## src/rtl/aip_pkg.sv

```systemverilog
// Shared types and constants for the ASCII integer parser.
// No dependencies; every other file in rtl/ refers to this package by scoped names.

package aip_pkg;

    localparam int ACC_W      = 64;
    localparam int BASE_W     = 5;
    localparam int CFG_IDX_W  = 2;
    localparam int CFG_DATA_W = 5;
    localparam int Q_DEPTH    = 2;
    localparam int Q_PTR_W    = (Q_DEPTH > 1) ? $clog2(Q_DEPTH) : 1;
    localparam int Q_CNT_W    = $clog2(Q_DEPTH + 1);

    // Configuration register indexes
    localparam logic [CFG_IDX_W-1:0] CFG_RADIX  = 2'd0;
    localparam logic [CFG_IDX_W-1:0] CFG_SIGNED = 2'd1;
    localparam logic [CFG_IDX_W-1:0] CFG_WIDTH  = 2'd2;

    // Character codes
    localparam logic [7:0] CH_ZERO  = 8'h30;
    localparam logic [7:0] CH_NINE  = 8'h39;
    localparam logic [7:0] CH_LA    = 8'h61;
    localparam logic [7:0] CH_LF    = 8'h66;
    localparam logic [7:0] CH_UA    = 8'h41;
    localparam logic [7:0] CH_UF    = 8'h46;
    localparam logic [7:0] CH_MINUS = 8'h2D;
    localparam logic [7:0] CH_PLUS  = 8'h2B;
    localparam logic [7:0] CH_X     = 8'h78;
    localparam logic [7:0] CH_B     = 8'h62;

    localparam logic [BASE_W-1:0] BASE_BIN = 5'd2;
    localparam logic [BASE_W-1:0] BASE_OCT = 5'd8;
    localparam logic [BASE_W-1:0] BASE_DEC = 5'd10;
    localparam logic [BASE_W-1:0] BASE_HEX = 5'd16;

    typedef enum logic [1:0] {
        PH_START,
        PH_SIGNED,
        PH_ZERO,
        PH_DIGITS
    } phase_t;

    typedef enum logic [1:0] {
        ST_OK      = 2'd0,
        ST_INVALID = 2'd1,
        ST_RANGE   = 2'd2
    } status_t;

    // One classified character as it sits in the queue
    typedef struct packed {
        logic [3:0] digit;
        logic       is_digit;
        logic       is_dec;
        logic       is_zero;
        logic       is_minus;
        logic       is_plus;
        logic       is_x;
        logic       is_b;
        logic       no_char;
        logic       last;
    } tok_t;

    typedef struct packed {
        logic [BASE_W-1:0] radix;
        logic              signed_mode;
        logic [1:0]        width_select;
    } cfg_t;

endpackage

```

## src/rtl/aip_ifs.sv

```systemverilog
// Handshake interfaces of the ASCII integer parser: character input, result output
// and configuration write channel. Depends on aip_pkg.

interface aip_char_if;
    logic       valid;
    logic       ready;
    logic [7:0] char_code;
    logic       no_char;
    logic       last;

    modport source (output valid, char_code, no_char, last, input ready);
    modport sink   (input valid, char_code, no_char, last, output ready);
endinterface

interface aip_result_if;
    logic        valid;
    logic        ready;
    logic [63:0] value;
    logic [1:0]  status;

    modport source (output valid, value, status, input ready);
    modport sink   (input valid, value, status, output ready);
endinterface

interface aip_cfg_if;
    logic                           valid;
    logic                           ready;
    logic [aip_pkg::CFG_IDX_W-1:0]  index;
    logic [aip_pkg::CFG_DATA_W-1:0] data;

    modport source (output valid, index, data, input ready);
    modport sink   (input valid, index, data, output ready);
endinterface

```

## src/rtl/ascii_integer_parser_core.sv

```systemverilog
// Top level of the ASCII integer parser: configuration registers, front end, token
// queue and parse engine. Depends on aip_pkg, aip_ifs, aip_front, aip_queue, aip_back.

// The parser takes one ASCII character per accepted word on chars and, on the word marked
// last, gives one word on results: the value (sign-extended to 64 bits, zero on error) and a
// status of ok, invalid or out of range. It sustains one character per clock cycle while a
// stalled results channel has not filled the queue: the per-character multiply-add of the
// 64-bit accumulator by the base, with exact overflow detection, is combinational in the
// parse engine. After its last character is accepted, a result passes the queue entry,
// then the finish snapshot, then the result register on its way to results. A two-entry
// queue sits between the character classifier and the engine,
// so chars.ready depends only on queue occupancy, never on results.ready. There is no
// clearing pass after reset. Configuration words on cfg are always accepted (ready is
// tied high); index 0 is the radix, 1 the signed mode, 2 the width select, and any other
// index is ignored. Write them only while no string is in flight.

module ascii_integer_parser_core #(
    parameter int VALUE_WIDTH = 64
) (
    input  logic          clk,
    input  logic          rst_n,
    aip_char_if.sink      chars,
    aip_result_if.source  results,
    aip_cfg_if.sink       cfg
);

    // config registers
    logic [aip_pkg::BASE_W-1:0] radix_reg;
    logic                       signed_mode_reg;
    logic [1:0]                 width_select_reg;
    aip_pkg::cfg_t              cfg_cur;

    // front -> queue
    logic                       push_valid;
    logic                       push_ready;
    aip_pkg::tok_t              push_tok;

    // queue -> engine
    logic                       pop_valid;
    logic                       pop_ready;
    aip_pkg::tok_t              pop_tok;

    assign cfg.ready = 1'b1;

    always_ff @(posedge clk or negedge rst_n)
    begin
        if (!rst_n)
        begin
            radix_reg        <= '0;
            signed_mode_reg  <= 1'b1;
            width_select_reg <= 2'd3;
        end
        else if (cfg.valid && cfg.ready)
        begin
            case (cfg.index)
                aip_pkg::CFG_RADIX:  radix_reg        <= cfg.data[aip_pkg::BASE_W-1:0];
                aip_pkg::CFG_SIGNED: signed_mode_reg  <= cfg.data[0];
                aip_pkg::CFG_WIDTH:  width_select_reg <= cfg.data[1:0];
                default:             radix_reg        <= radix_reg;
            endcase
        end
    end

    always_comb
    begin
        cfg_cur.radix        = radix_reg;
        cfg_cur.signed_mode  = signed_mode_reg;
        cfg_cur.width_select = width_select_reg;
    end

    aip_front u_front (
        .chars      (chars),
        .push_valid (push_valid),
        .push_ready (push_ready),
        .push_tok   (push_tok)
    );

    aip_queue u_queue (
        .clk        (clk),
        .rst_n      (rst_n),
        .push_valid (push_valid),
        .push_ready (push_ready),
        .push_tok   (push_tok),
        .pop_valid  (pop_valid),
        .pop_ready  (pop_ready),
        .pop_tok    (pop_tok)
    );

    aip_back #(
        .VALUE_WIDTH (VALUE_WIDTH)
    ) u_back (
        .clk       (clk),
        .rst_n     (rst_n),
        .cfg       (cfg_cur),
        .tok_valid (pop_valid),
        .tok_ready (pop_ready),
        .tok       (pop_tok),
        .results   (results)
    );

endmodule

```

## src/rtl/aip_front.sv

```systemverilog
// Front end: takes characters from the input channel and classifies them into tokens.
// Depends on aip_pkg and aip_ifs.

module aip_front (
    aip_char_if.sink       chars,
    output logic           push_valid,
    input  logic           push_ready,
    output aip_pkg::tok_t  push_tok
);

    logic [7:0] c;
    logic       lower_hex;
    logic       upper_hex;

    always_comb
    begin
        c         = chars.char_code;
        lower_hex = (c >= aip_pkg::CH_LA) && (c <= aip_pkg::CH_LF);
        upper_hex = (c >= aip_pkg::CH_UA) && (c <= aip_pkg::CH_UF);

        push_tok          = '0;
        push_tok.is_dec   = (c >= aip_pkg::CH_ZERO) && (c <= aip_pkg::CH_NINE);
        push_tok.is_digit = push_tok.is_dec || lower_hex || upper_hex;
        // letters a-f / A-F have low nibble 1..6
        push_tok.digit    = push_tok.is_dec ? c[3:0] : 4'(c[3:0] + 4'd9);
        push_tok.is_zero  = (c == aip_pkg::CH_ZERO);
        push_tok.is_minus = (c == aip_pkg::CH_MINUS);
        push_tok.is_plus  = (c == aip_pkg::CH_PLUS);
        push_tok.is_x     = (c == aip_pkg::CH_X);
        push_tok.is_b     = (c == aip_pkg::CH_B);
        push_tok.no_char  = chars.no_char;
        push_tok.last     = chars.last;
    end

    assign push_valid  = chars.valid;
    assign chars.ready = push_ready;

endmodule

```

## src/rtl/aip_queue.sv

```systemverilog
// Short token queue between front end and parse engine.
// Depends on aip_pkg.

module aip_queue (
    input  logic           clk,
    input  logic           rst_n,
    input  logic           push_valid,
    output logic           push_ready,
    input  aip_pkg::tok_t  push_tok,
    output logic           pop_valid,
    input  logic           pop_ready,
    output aip_pkg::tok_t  pop_tok
);

    aip_pkg::tok_t                 entries_reg [aip_pkg::Q_DEPTH];
    logic [aip_pkg::Q_PTR_W-1:0]   wr_ptr_reg, wr_ptr_next;
    logic [aip_pkg::Q_PTR_W-1:0]   rd_ptr_reg, rd_ptr_next;
    logic [aip_pkg::Q_CNT_W-1:0]   count_reg, count_next;
    logic                          do_push;
    logic                          do_pop;

    function automatic logic [aip_pkg::Q_PTR_W-1:0] bump(
        input logic [aip_pkg::Q_PTR_W-1:0] p
    );
        return (p == aip_pkg::Q_PTR_W'(aip_pkg::Q_DEPTH - 1)) ? '0
                                                              : p + 1'b1;
    endfunction

    assign push_ready = (count_reg != aip_pkg::Q_CNT_W'(aip_pkg::Q_DEPTH));
    assign pop_valid  = (count_reg != '0);
    assign pop_tok    = entries_reg[rd_ptr_reg];
    assign do_push    = push_valid && push_ready;
    assign do_pop     = pop_valid && pop_ready;

    always_comb
    begin
        wr_ptr_next = do_push ? bump(wr_ptr_reg) : wr_ptr_reg;
        rd_ptr_next = do_pop ? bump(rd_ptr_reg) : rd_ptr_reg;
        count_next  = count_reg;
        if (do_push && !do_pop)
        begin
            count_next = count_reg + 1'b1;
        end
        else if (do_pop && !do_push)
        begin
            count_next = count_reg - 1'b1;
        end
    end

    always_ff @(posedge clk or negedge rst_n)
    begin
        if (!rst_n)
        begin
            wr_ptr_reg <= '0;
            rd_ptr_reg <= '0;
            count_reg  <= '0;
        end
        else
        begin
            wr_ptr_reg <= wr_ptr_next;
            rd_ptr_reg <= rd_ptr_next;
            count_reg  <= count_next;
        end
    end

    always_ff @(posedge clk)
    begin
        if (do_push)
        begin
            entries_reg[wr_ptr_reg] <= push_tok;
        end
    end

endmodule

```

## src/rtl/aip_back.sv

```systemverilog
// Parse engine: per-character state machine with multiply-add accumulator, then a
// finish stage (range check, sign) feeding the result register. Depends on aip_pkg, aip_ifs.

module aip_back #(
    parameter int VALUE_WIDTH = 64
) (
    input  logic           clk,
    input  logic           rst_n,
    input  aip_pkg::cfg_t  cfg,
    input  logic           tok_valid,
    output logic           tok_ready,
    input  aip_pkg::tok_t  tok,
    aip_result_if.source   results
);

    localparam int AW = aip_pkg::ACC_W;
    localparam int BW = aip_pkg::BASE_W;

    // parse state
    aip_pkg::phase_t   phase_reg, phase_next;
    logic [AW-1:0]     acc_reg, acc_next;
    logic [BW-1:0]     base_reg, base_next;
    logic              neg_reg, neg_next;
    aip_pkg::status_t  err_reg, err_next;

    // finish snapshot
    logic              fin_valid_reg;
    logic [AW-1:0]     fin_acc_reg;
    logic              fin_neg_reg;
    logic              fin_early_reg;
    aip_pkg::status_t  fin_err_reg;

    // result register
    logic              out_valid_reg;
    logic [AW-1:0]     out_value_reg, out_value_next;
    aip_pkg::status_t  out_status_reg, out_status_next;

    logic              out_load;
    logic              fin_adv;
    logic              tok_pop;
    logic              active;
    logic              auto_base;
    logic              do_add;
    logic [BW-1:0]     chk_base;
    logic [AW+BW-1:0]  prod;
    logic [AW+BW:0]    sum;
    logic              ovf;

    logic [6:0]        w_full;
    logic [6:0]        w_used;
    logic [6:0]        lim_bits;
    logic [AW-1:0]     lim;
    logic [AW-1:0]     lim_eff;

    assign out_load  = !out_valid_reg || results.ready;
    assign fin_adv   = fin_valid_reg && out_load;
    assign tok_ready = !fin_valid_reg || out_load;
    assign tok_pop   = tok_valid && tok_ready;
    assign active    = !tok.no_char && (err_reg == aip_pkg::ST_OK);
    assign auto_base = (cfg.radix == '0);

    // acc_reg is zero outside PH_DIGITS, so the multiplier always uses the stored base
    assign prod = (AW+BW)'(acc_reg) * (AW+BW)'(base_reg);
    assign sum  = (AW+BW+1)'(prod) + (AW+BW+1)'(tok.digit);
    assign ovf  = |sum[AW+BW:AW];

    // next phase
    always_comb
    begin
        phase_next = phase_reg;
        if (active)
        begin
            unique case (phase_reg)
                aip_pkg::PH_START:
                begin
                    if (tok.is_minus)
                    begin
                        if (cfg.signed_mode)
                        begin
                            phase_next = aip_pkg::PH_SIGNED;
                        end
                    end
                    else if (tok.is_plus)
                    begin
                        phase_next = aip_pkg::PH_SIGNED;
                    end
                    else if (tok.is_zero)
                    begin
                        phase_next = aip_pkg::PH_ZERO;
                    end
                    else if (!auto_base || tok.is_dec)
                    begin
                        phase_next = aip_pkg::PH_DIGITS;
                    end
                end
                aip_pkg::PH_SIGNED:
                begin
                    if (tok.is_zero)
                    begin
                        phase_next = aip_pkg::PH_ZERO;
                    end
                    else if (!auto_base || tok.is_dec)
                    begin
                        phase_next = aip_pkg::PH_DIGITS;
                    end
                end
                aip_pkg::PH_ZERO:   phase_next = aip_pkg::PH_DIGITS;
                aip_pkg::PH_DIGITS: phase_next = aip_pkg::PH_DIGITS;
            endcase
        end
    end

    // datapath for one character
    always_comb
    begin
        acc_next  = acc_reg;
        base_next = base_reg;
        neg_next  = neg_reg;
        err_next  = err_reg;
        do_add    = 1'b0;
        chk_base  = base_reg;
        if (active)
        begin
            unique case (phase_reg)
                aip_pkg::PH_START, aip_pkg::PH_SIGNED:
                begin
                    if ((phase_reg == aip_pkg::PH_START) && tok.is_minus)
                    begin
                        if (cfg.signed_mode)
                        begin
                            neg_next = 1'b1;
                        end
                        else
                        begin
                            err_next = aip_pkg::ST_INVALID;
                        end
                    end
                    else if ((phase_reg == aip_pkg::PH_START) && tok.is_plus)
                    begin
                        neg_next = neg_reg;
                    end
                    else if (!tok.is_zero)
                    begin
                        if (auto_base && !tok.is_dec)
                        begin
                            err_next = aip_pkg::ST_INVALID;
                        end
                        else
                        begin
                            base_next = auto_base ? aip_pkg::BASE_DEC : cfg.radix;
                            chk_base  = base_next;
                            do_add    = 1'b1;
                        end
                    end
                end
                aip_pkg::PH_ZERO:
                begin
                    if (tok.is_x)
                    begin
                        base_next = auto_base ? aip_pkg::BASE_HEX : cfg.radix;
                    end
                    else if (tok.is_b)
                    begin
                        base_next = auto_base ? aip_pkg::BASE_BIN : cfg.radix;
                    end
                    else
                    begin
                        base_next = auto_base ? aip_pkg::BASE_OCT : cfg.radix;
                        chk_base  = base_next;
                        do_add    = 1'b1;
                    end
                end
                aip_pkg::PH_DIGITS:
                begin
                    do_add = 1'b1;
                end
            endcase

            if (do_add)
            begin
                if (!tok.is_digit || (chk_base == '0) || (BW'(tok.digit) >= chk_base))
                begin
                    err_next = aip_pkg::ST_INVALID;
                end
                else if (ovf)
                begin
                    err_next = aip_pkg::ST_RANGE;
                end
                else
                begin
                    acc_next = sum[AW-1:0];
                end
            end
        end
    end

    always_ff @(posedge clk or negedge rst_n)
    begin
        if (!rst_n)
        begin
            phase_reg <= aip_pkg::PH_START;
            acc_reg   <= '0;
            base_reg  <= '0;
            neg_reg   <= 1'b0;
            err_reg   <= aip_pkg::ST_OK;
        end
        else if (tok_pop)
        begin
            if (tok.last)
            begin
                phase_reg <= aip_pkg::PH_START;
                acc_reg   <= '0;
                base_reg  <= '0;
                neg_reg   <= 1'b0;
                err_reg   <= aip_pkg::ST_OK;
            end
            else
            begin
                phase_reg <= phase_next;
                acc_reg   <= acc_next;
                base_reg  <= base_next;
                neg_reg   <= neg_next;
                err_reg   <= err_next;
            end
        end
    end

    // finish snapshot
    always_ff @(posedge clk or negedge rst_n)
    begin
        if (!rst_n)
        begin
            fin_valid_reg <= 1'b0;
        end
        else if (tok_pop && tok.last)
        begin
            fin_valid_reg <= 1'b1;
        end
        else if (fin_adv)
        begin
            fin_valid_reg <= 1'b0;
        end
    end

    always_ff @(posedge clk)
    begin
        if (tok_pop && tok.last)
        begin
            fin_acc_reg   <= acc_next;
            fin_neg_reg   <= neg_next;
            fin_early_reg <= (phase_next == aip_pkg::PH_START) ||
                             (phase_next == aip_pkg::PH_SIGNED);
            fin_err_reg   <= err_next;
        end
    end

    // range limit from the configured width
    always_comb
    begin
        w_full   = 7'd8 << cfg.width_select;
        w_used   = (w_full > 7'(VALUE_WIDTH)) ? 7'(VALUE_WIDTH) : w_full;
        lim_bits = cfg.signed_mode ? w_used - 7'd1 : w_used;
        lim      = (lim_bits >= 7'(AW)) ? {AW{1'b1}}
                                        : ((AW'(1) << lim_bits) - AW'(1));
        lim_eff  = lim + AW'(fin_neg_reg);
    end

    always_comb
    begin
        out_status_next = fin_err_reg;
        out_value_next  = '0;
        if ((out_status_next == aip_pkg::ST_OK) && fin_early_reg && auto_base)
        begin
            out_status_next = aip_pkg::ST_INVALID;
        end
        if ((out_status_next == aip_pkg::ST_OK) && fin_neg_reg && !cfg.signed_mode)
        begin
            out_status_next = aip_pkg::ST_INVALID;
        end
        if (out_status_next == aip_pkg::ST_OK)
        begin
            if (fin_acc_reg > lim_eff)
            begin
                out_status_next = aip_pkg::ST_RANGE;
            end
            else
            begin
                out_value_next = fin_neg_reg ? AW'(0) - fin_acc_reg : fin_acc_reg;
            end
        end
    end

    always_ff @(posedge clk or negedge rst_n)
    begin
        if (!rst_n)
        begin
            out_valid_reg <= 1'b0;
        end
        else if (fin_adv)
        begin
            out_valid_reg <= 1'b1;
        end
        else if (results.ready)
        begin
            out_valid_reg <= 1'b0;
        end
    end

    always_ff @(posedge clk)
    begin
        if (fin_adv)
        begin
            out_value_reg  <= out_value_next;
            out_status_reg <= out_status_next;
        end
    end

    assign results.valid  = out_valid_reg;
    assign results.value  = out_value_reg;
    assign results.status = out_status_reg;

    // accumulator only holds digits once the digit phase is reached
    a_acc_zero_outside_digits: assert property (
        @(posedge clk) disable iff (!rst_n)
        (phase_reg != aip_pkg::PH_DIGITS) |-> (acc_reg == '0)
    ) else $error("accumulator nonzero outside digit phase");

    a_clear_after_last: assert property (
        @(posedge clk) disable iff (!rst_n)
        (tok_pop && tok.last) |=>
            ((phase_reg == aip_pkg::PH_START) && (acc_reg == '0) &&
             (err_reg == aip_pkg::ST_OK) && !neg_reg)
    ) else $error("parse state not cleared after last character");

    a_error_sticky: assert property (
        @(posedge clk) disable iff (!rst_n)
        ((err_reg != aip_pkg::ST_OK) && !(tok_pop && tok.last)) |=>
            (err_reg == $past(err_reg))
    ) else $error("error code changed before end of string");

    a_snapshot_held: assert property (
        @(posedge clk) disable iff (!rst_n)
        (fin_valid_reg && !out_load) |=> (fin_valid_reg && $stable(fin_acc_reg))
    ) else $error("pending result lost while output stalled");

endmodule

```

## src/flat_wrapper.sv

```systemverilog
// flat-port wrapper written by rule: the top's interface ports become plain ports
module ascii_integer_parser_core_flat 
#(
    parameter int VALUE_WIDTH = 64
)
  (clk, rst_n, chars_valid, chars_char_code, chars_no_char, chars_last, chars_ready, results_valid, results_value, results_status, results_ready, cfg_valid, cfg_index, cfg_data, cfg_ready);
  aip_char_if chars_i ();
  aip_result_if results_i ();
  aip_cfg_if cfg_i ();
  input  logic clk;
  input  logic rst_n;
  input wire logic [$bits(chars_i.valid)-1:0] chars_valid;
  input wire logic [$bits(chars_i.char_code)-1:0] chars_char_code;
  input wire logic [$bits(chars_i.no_char)-1:0] chars_no_char;
  input wire logic [$bits(chars_i.last)-1:0] chars_last;
  output wire logic [$bits(chars_i.ready)-1:0] chars_ready;
  output wire logic [$bits(results_i.valid)-1:0] results_valid;
  output wire logic [$bits(results_i.value)-1:0] results_value;
  output wire logic [$bits(results_i.status)-1:0] results_status;
  input wire logic [$bits(results_i.ready)-1:0] results_ready;
  input wire logic [$bits(cfg_i.valid)-1:0] cfg_valid;
  input wire logic [$bits(cfg_i.index)-1:0] cfg_index;
  input wire logic [$bits(cfg_i.data)-1:0] cfg_data;
  output wire logic [$bits(cfg_i.ready)-1:0] cfg_ready;
  assign chars_i.valid = chars_valid;
  assign chars_i.char_code = chars_char_code;
  assign chars_i.no_char = chars_no_char;
  assign chars_i.last = chars_last;
  assign chars_ready = chars_i.ready;
  assign results_valid = results_i.valid;
  assign results_value = results_i.value;
  assign results_status = results_i.status;
  assign results_i.ready = results_ready;
  assign cfg_i.valid = cfg_valid;
  assign cfg_i.index = cfg_index;
  assign cfg_i.data = cfg_data;
  assign cfg_ready = cfg_i.ready;
  ascii_integer_parser_core #(.VALUE_WIDTH(VALUE_WIDTH)) u_core (.clk(clk), .rst_n(rst_n), .chars(chars_i), .results(results_i), .cfg(cfg_i));
endmodule
```

## config.mk

```make
export PLATFORM = sky130hd
export DESIGN_NAME = ascii_integer_parser_core_flat
export DESIGN_NICKNAME = d
export VERILOG_FILES = /design/src/rtl/aip_pkg.sv /design/src/rtl/aip_ifs.sv /design/src/rtl/ascii_integer_parser_core.sv /design/src/rtl/aip_front.sv /design/src/rtl/aip_queue.sv /design/src/rtl/aip_back.sv /design/src/flat_wrapper.sv
export SDC_FILE = /design/constraint.sdc
export NUM_CORES = 1
export LEC_CHECK = 0
export ABC_AREA = 1
export BUFFER_PORTS_ARGS = -buffer_cell sky130_fd_sc_hd__buf_2
export CORE_MARGIN = 2
export CORE_UTILIZATION = 50
export CTS_BUF_LIST = sky130_fd_sc_hd__clkbuf_4 sky130_fd_sc_hd__clkbuf_8 sky130_fd_sc_hd__clkbuf_16
export DETAILED_ROUTE_END_ITERATION = 12
export GPL_TIMING_DRIVEN = 0
export PLACE_DENSITY_LB_ADDON = 0.1
export SKIP_LAST_GASP = 1
export SLEW_MARGIN = 0
export SYNTH_ARGS = -nofsm -noshare
export SYNTH_HDL_FRONTEND = slang
export SYNTH_SLANG_ARGS = --single-unit
export TNS_END_PERCENT = 100
```

## constraint.sdc

```tcl
create_clock -name clk -period 12.1 [get_ports clk]
set_clock_uncertainty 0.05 [all_clocks]
set_input_delay 0.605 -clock clk [delete_from_list [all_inputs] [get_ports clk]]
set_output_delay 0.605 -clock clk [all_outputs]
set_load 0.01 [all_outputs]
```

# After elaboration in Yosys (flattened, before gate mapping)
# Memories as Yosys holds them, arrays and structs flattened.
# Cells that the tools add are included.
dict set report word_totals {
  reg_bits 222
  mem_bits_rw 26
  input_bits 22
  out_inout_bits 69
  elab_cells 186
  memories 1
}
# memory depth word_bits rd rd_ports_with_merged_regs write_ports line
set mem_list {}
lappend mem_list {u_core.u_queue.entries_reg 2 13 1 0 1 aip_queue.sv:15} ;# aip_pkg::tok_t entries_reg [aip_pkg::Q_DEPTH];
dict set report classes {
  add_sub_neg 10
  multipliers 1
  order_cmp 10
  n_eq_ne 12
  n_shift 2
  mux 73
  n_bitwise 1
  n_reduce_logical 57
}
# operator n
set op_table {}
lappend op_table {{64-bit 2-to-1 mux} 7}
lappend op_table {{5-bit 2-to-1 mux} 15}
lappend op_table {{69-bit by 4-bit adder with 70-bit output} 1}
lappend op_table {{64-bit by 5-bit multiplier with 69-bit output} 1}
lappend op_table {{64-bit by 1-bit adder with 64-bit output} 1}
lappend op_table {{64-bit > comparator} 1}
lappend op_table {{1-bit by 7-bit << shifter with 64-bit output (first input constant)} 1}
lappend op_table {{1-bit by 64-bit subtractor with 64-bit output (first input constant)} 1}
lappend op_table {{64-bit by 1-bit subtractor with 64-bit output (second input constant)} 1}
lappend op_table {{2-bit 2-to-1 mux} 24}
lappend op_table {{8-bit by 6-bit equality test with 1-bit output (second input constant)} 3}
lappend op_table {{1-bit 2-to-1 mux} 20}
lappend op_table {{5-bit one-hot mux with 2 select lines} 2}
lappend op_table {{1-bit logical AND} 17}
lappend op_table {{8-bit by 7-bit equality test with 1-bit output (second input constant)} 2}
lappend op_table {{8-bit by 7-bit >= comparator with 1-bit output (second input constant)} 2}
lappend op_table {{8-bit by 7-bit less-or-equal comparator with 1-bit output (second input constant)} 2}
lappend op_table {{2-bit zero test} 7}
lappend op_table {{7-bit 2-to-1 mux} 2}
lappend op_table {{5-bit zero test} 2}
lappend op_table {{2-bit nonzero test} 5}
lappend op_table {{1-bit zero test} 9}
lappend op_table {{8-bit by 6-bit >= comparator with 1-bit output (second input constant)} 1}
lappend op_table {{8-bit by 6-bit less-or-equal comparator with 1-bit output (second input constant)} 1}
lappend op_table {{22 further kinds} 38}

# Depth between registers and ports, before layout
# An unclocked memory read counts as a cell.
dict set report depth {
  depth_word 16
  ltp_mapped 35
  mapped_depth_nobuf 32
}

# By module
# A second synthesis with hierarchy kept.
dict set report unflattened {
  hier_cells 3710
  hier_area_um2 26923.3
}
# module n_inst cells_each area_each_um2 seq_area_each_um2
set by_module_without_submodules {}
lappend by_module_without_submodules {aip_back 1 3498 25001.5 5925.7}
lappend by_module_without_submodules {aip_queue 1 96 1166.1 880.8}
lappend by_module_without_submodules {aip_front 1 75 394.1 0.0}
lappend by_module_without_submodules {ascii_integer_parser_core 1 41 361.6 203.9}

# Least setup slack after synthesis
# OpenSTA, ideal clock, no wires.
dict set report synth_path {
  path_type {register to register}
  startpoint {register u_core.u_back.base_reg[4]}
  endpoint {register u_core.u_back.fin_acc_reg[59] (data pin)}
  setup_time_ps 255
  arrival_ps 4729
  required_time_ps 11795
  setup_slack_ps 7067
  path_stages_with_launch 29
  n_path_buf 4
  period_less_slack_ps 5033
  cell_sequence {dfrtp_1 > clkbuf_1 > clkbuf_1 > nand2_1 > fa_1 > inv_1 > fa_1 > inv_1 > fa_1 > inv_1 > ha_1 > nand2_1 > nor2_1 > nand2_1 > nor3_1 > nand2_1 > nand2_2 > nand2_1 > nand2_1 > nand2_1 > nand2_1 > nand3_1 > nor2_1 > nand2_1 > inv_2 > buf_6 > buf_6 > nand3_1 > and2_1}
}
dict set report synth_via {
  elab_chain_len 12
  elab_cells_between_ends 19
  classes_between {1 x add/sub; 1 x mul; 1 x order compare; 12 x mux; 4 x reduce/logical}
}
# element line
set synth_lines {}
lappend synth_lines {{start, declared} aip_back.sv:22} ;# logic [BW-1:0] base_reg, base_next;
lappend synth_lines {{start signal, assigned} aip_back.sv:221} ;# base_reg <= base_next;
lappend synth_lines {{branches (longest 9 deep; another with 69-bit by 4-bit adder with 70-bit output)} --}
lappend synth_lines {{64-bit 2-to-1 mux (*)} aip_back.sv:181} ;# if (!tok.is_digit || (chk_base == '0) || (BW'(tok.digit) >= chk_base))
lappend synth_lines {{64-bit 2-to-1 mux (*)} aip_back.sv:179} ;# if (do_add)
lappend synth_lines {{64-bit 2-to-1 mux (*)} aip_back.sv:122} ;# if (active)
lappend synth_lines {{net u_core.u_back.acc_next[59]} aip_back.sv:21} ;# logic [AW-1:0] acc_reg, acc_next;
lappend synth_lines {{end signal, assigned} aip_back.sv:249} ;# fin_acc_reg <= acc_next;
lappend synth_lines {{end, declared} aip_back.sv:28} ;# logic [AW-1:0] fin_acc_reg;
# Mark *: on every way through the listed nets, which the timed path passes. The select of a mux whose other input is x is not followed.
# A chain may end at the register's enable or synchronous reset.

# Final worst setup path
# Same ends and word-level chain as after synthesis.

==> results.json <==
{
  "outcome": "finished clean",
  "finalHoldViolCount": 0,
  "clockRootBuffer": "clkbuf_16",
  "rr_worst_depth": 27,
  "r2r-end": "u_core.u_back.fin_acc_reg[59]$_DFFE_PP_",
  "drc": 0,
  "wl_per_cell_microns": 17.6,
  "worst_pin_slew_ps": 1390,
  "hold_start": "chars_last",
  "num_rows": 85,
  "cts_max_path_buffers": 3,
  "syn_avg_cell_area_sq_um": 7.38,
  "sw_frac_of_total_pct": 45.1,
  "dr.first_iter.drc_count": 1687,
  "cts_setup_buffers": 0,
  "path_depth": 27,
  "max_stage_delay_ps": 980,
  "rr_startpoint": "u_core.u_back.base_reg[4]$_DFFE_PN0P_",
  "start_util_pct": 50.4,
  "fmax_ghz": 0.131,
  "fin_crit_ps": 7640,
  "clk_pin_slew_ps": 60,
  "io_pins": 91,
  "utilization_pct": 55.0,
  "fin_crit_sh_pct": 63.2,
  "io_buffers": 88,
  "dieArea_sq_um": 55800,
  "drive_above_1_share_pct": 7.50,
  "setup_violations": 0,
  "antenna_found_initial": 5,
  "crit_top_cell": "nor2_1",
  "insertion_delay_ps": 560,
  "grt_max_degree": 53,
  "crit_path_start_kind": "flop",
  "holdPathStages": 1,
  "hold_end": "u_core.u_queue.entries_reg[1][0]$_DFFE_PP_",
  "cts_buffers": 28,
  "layout-area-overhead-vs-synth_pct": 9.13,
  "place_hpwl_microns": 65300,
  "power_density_nw_per_um2": 152,
  "crit_type": "reg -> reg",
  "p_leak_nw": 16.5,
  "drv_slew": 0,
  "path_buf_inv": 9,
  "totalWireLength_microns": 79200,
  "core_sq_um": 53500,
  "power.switching_mw": 2.01,
  "fp.dieW_microns": 236,
  "ff2ff_setup_slack_ps": 4460,
  "grt-ovfl-total": 0,
  "ys_ff_latch": 248,
  "synthDistinctLibCells": 57,
  "timing.slew.headroom_pct": 6.51,
  "path_max_fanout": 10,
  "p_seq_share_pct": 33.1,
  "peakVddDrop_uv": 112,
  "dr_total_vias": 23000,
  "nNetsFinal": 4203,
  "netlist_instances": 3652,
  "p_comb_share_pct": 45.8,
  "required_ps": 12330,
  "synth_seq_area_share_pct": 26.0,
  "synthesis.area_sq_um": 26900,
  "die_h_microns": 236,
  "power.internal_mw": 2.45,
  "cts_tree": "yes",
  "grt_pass1_wl_microns": 125000,
  "cp-end-kind": "flop",
  "async_flop_share_pct": 35.5,
  "viasPerCell": 5.12,
  "hold_class": "in -> reg",
  "maxCapViolations": 0,
  "cts_max_level": 1,
  "firstDrtPassIters": 5,
  "place_congestion": 0.987,
  "ant_nets": 0,
  "cts.sinks": 248,
  "synth_edf_count": 160,
  "cpMaxStageDelayCell": "clkbuf_1",
  "fin_setup_tns_ps": 0,
  "crit_arrival_ps": 7880,
  "diodes": 0,
  "rsz0062_at_grt": "false",
  "track_usage_pct": 28.8,
  "p_clk_share_pct": 21.1,
  "crit_family": "buffers and inverters",
  "synth_top_flop_cell": "edfxtp_1",
  "grt_pass1_vias": 22400,
  "yosys_warnings": 0
}
[logic make-up (layout without fill, tap and decap cells)]
group | Yosys count | count (layout) | share of synthesized area, %
AOI/OAI and AO/OA | 310 | 310 | 6.59
DFF | 248 | 248 | 26.0
buffers and inverters | 865 | 1010 | 12.6
xor gates and xnor gates | 129 | 129 | 4.19
and+or+nand+nor | 1693 | 1693 | 26.5
other | 1 | 2 | 0.0139
muxes | 1 | 1 | 0.0372
adders and majority gates | 405 | 405 | 24.1
[through the flow]
stage / power (mW) / std cells / area (sq um) / setup slack, ps / hold slack, ps
2_1_floorplan: 2.76 / 3653 / 26900 / 7070 / 259
3_3_place_gp: 3.52 / 4437 / 28300 / 4480 / 406
3_5_place_dp: 3.53 / 4441 / 28400 / 4550 / 450
4_1_cts: 4.49 / 4494 / 29400 / 4510 / 154
5_1_grt: 4.77 / 4494 / 29400 / 4030 / 164
6_report: 4.46 / 4494 / 29400 / 4460 / 185
[final cells by class]
| cell class | instances | area (sq um) |
|---|---|---|
| Fill cell | 5377 | 24100 |
| Inverter | 770 | 2890 |
| Timing Repair Buffer | 93 | 541 |
| Sequential cell | 248 | 7010 |
| Buffer | 95 | 499 |
| Clock inverter | 18 | 262 |
| Multi-Input combinational cell | 2540 | 16600 |
| Tap cell | 696 | 871 |
| Clock buffer | 34 | 763 |
[cell usage after synthesis, types with 9 or more instances]
master    count  area [sq um]
a21oi_1     146           731
a31oi_1      17           106
buf_2        12          60.1
clkbuf_1     59           221
dfrtp_1      85          2130
edfxtp_1    160          4800
fa_1        190          3800
ha_1        215          2690
inv_1       762          2860
nand2_1    1111          4170
nand2_2      42           263
nand3_1      99           495
nand3_2      42           420
nand3b_1      9          67.6
nand4_1      22           138
nor2_1      285          1070
nor2_2        9          56.3
nor3_1       35           175
nor4_1       20           125
o21ai_0      71           355
o21bai_1     24           180
xnor2_1      50           438
xor2_1       79           692
[placed cells by master, fill, tap and decap left out, drive strengths merged, types with 2 or more instances in the layout]
| master | n |
|---|---|
| o31ai | 4 |
| fa | 190 |
| a22oi | 3 |
| o2111ai | 3 |
| ha | 215 |
| and3 | 5 |
| dfrtp | 85 |
| nand2 | 1155 |
| clkbuf | 93 |
| nor2 | 296 |
| xnor2 | 50 |
| nor4 | 20 |
| clkinv | 5 |
| o21bai | 24 |
| a21oi | 147 |
| nand3 | 141 |
| nand4 | 22 |
| buf | 128 |
| or2 | 2 |
| conb | 2 |
| nand3b | 9 |
| nor4b | 3 |
| xor2 | 79 |
| o211ai | 4 |
| o32ai | 3 |
| a31oi | 17 |
| dfstp | 3 |
| a21boi | 4 |
| o21ai | 77 |
| a21o | 8 |
| o21a | 3 |
| bufinv | 6 |
| a211oi | 6 |
| nor3 | 36 |
| inv | 776 |
| o221ai | 4 |
| edfxtp | 160 |
| and2 | 3 |
[worst max path at each step]
stage                                                      from                                       to  slack, ps
after floorplan           u_core.u_back.base_reg[4]$_DFFE_PN0P_  u_core.u_back.fin_acc_reg[59]$_DFFE_PP_       7070
after global placement    u_core.u_back.base_reg[4]$_DFFE_PN0P_   u_core.u_back.fin_acc_reg[4]$_DFFE_PP_       4480
after detailed placement  u_core.u_back.base_reg[4]$_DFFE_PN0P_  u_core.u_back.fin_acc_reg[59]$_DFFE_PP_       4550
after CTS                 u_core.u_back.base_reg[4]$_DFFE_PN0P_  u_core.u_back.fin_acc_reg[59]$_DFFE_PP_       4510
after global routing      u_core.u_back.base_reg[4]$_DFFE_PN0P_  u_core.u_back.fin_acc_reg[19]$_DFFE_PP_       4030
final                     u_core.u_back.base_reg[4]$_DFFE_PN0P_  u_core.u_back.fin_acc_reg[59]$_DFFE_PP_       4460
[worst register-to-register path, cell delays in order (launching register included)]
cell and delay, ps:
dfrtp_1 440, clkbuf_1 950, clkbuf_1 980, nand2_1 190, fa_1 580, inv_1 50, fa_1 530, inv_1 50
fa_1 560, inv_1 50, ha_1 340, nand2_1 180, inv_1 60, a21oi_1 220, nor2_1 70, nor2_1 130
nor2_1 60, nor2_1 80, nand2_1 190, a21oi_1 180, nand3_1 90, nor2_1 90, nand2_1 250, inv_2 180
buf_6 190, buf_6 220, nand3_1 120, and2_1 270
[power groups by stage]
stage | sequential, mW | combinational, mW | clock, mW
2_1_floorplan | 1.46 | 1.30 | 0
3_3_place_gp | 1.52 | 2.00 | 0
3_5_place_dp | 1.49 | 2.04 | 0
4_1_cts | 1.47 | 2.05 | 0.959
5_1_grt | 1.51 | 2.27 | 0.996
6_report | 1.48 | 2.04 | 0.942
[routing by layer]
metal | share of wire, % | routed length [microns] | up-vias | track usage [%]
li1 | - | - | 11500 | -
met1 | 45 | 35700 | 10800 | 40.5
met2 | 45 | 35300 | 601 | 45.8
met3 | 7.1 | 5640 | 108 | 4.67
met4 | 3.1 | 2480 | 2 | 8.44
met5 | 0.014 | 11 | - | 0
[repair_timing]
item                                   in CTS  in global routing
gates resized for setup                     0                  0
endpoints found under the hold margin       6                  0
hold buffers                                1                  0
(Power assumes the default switching activity.)
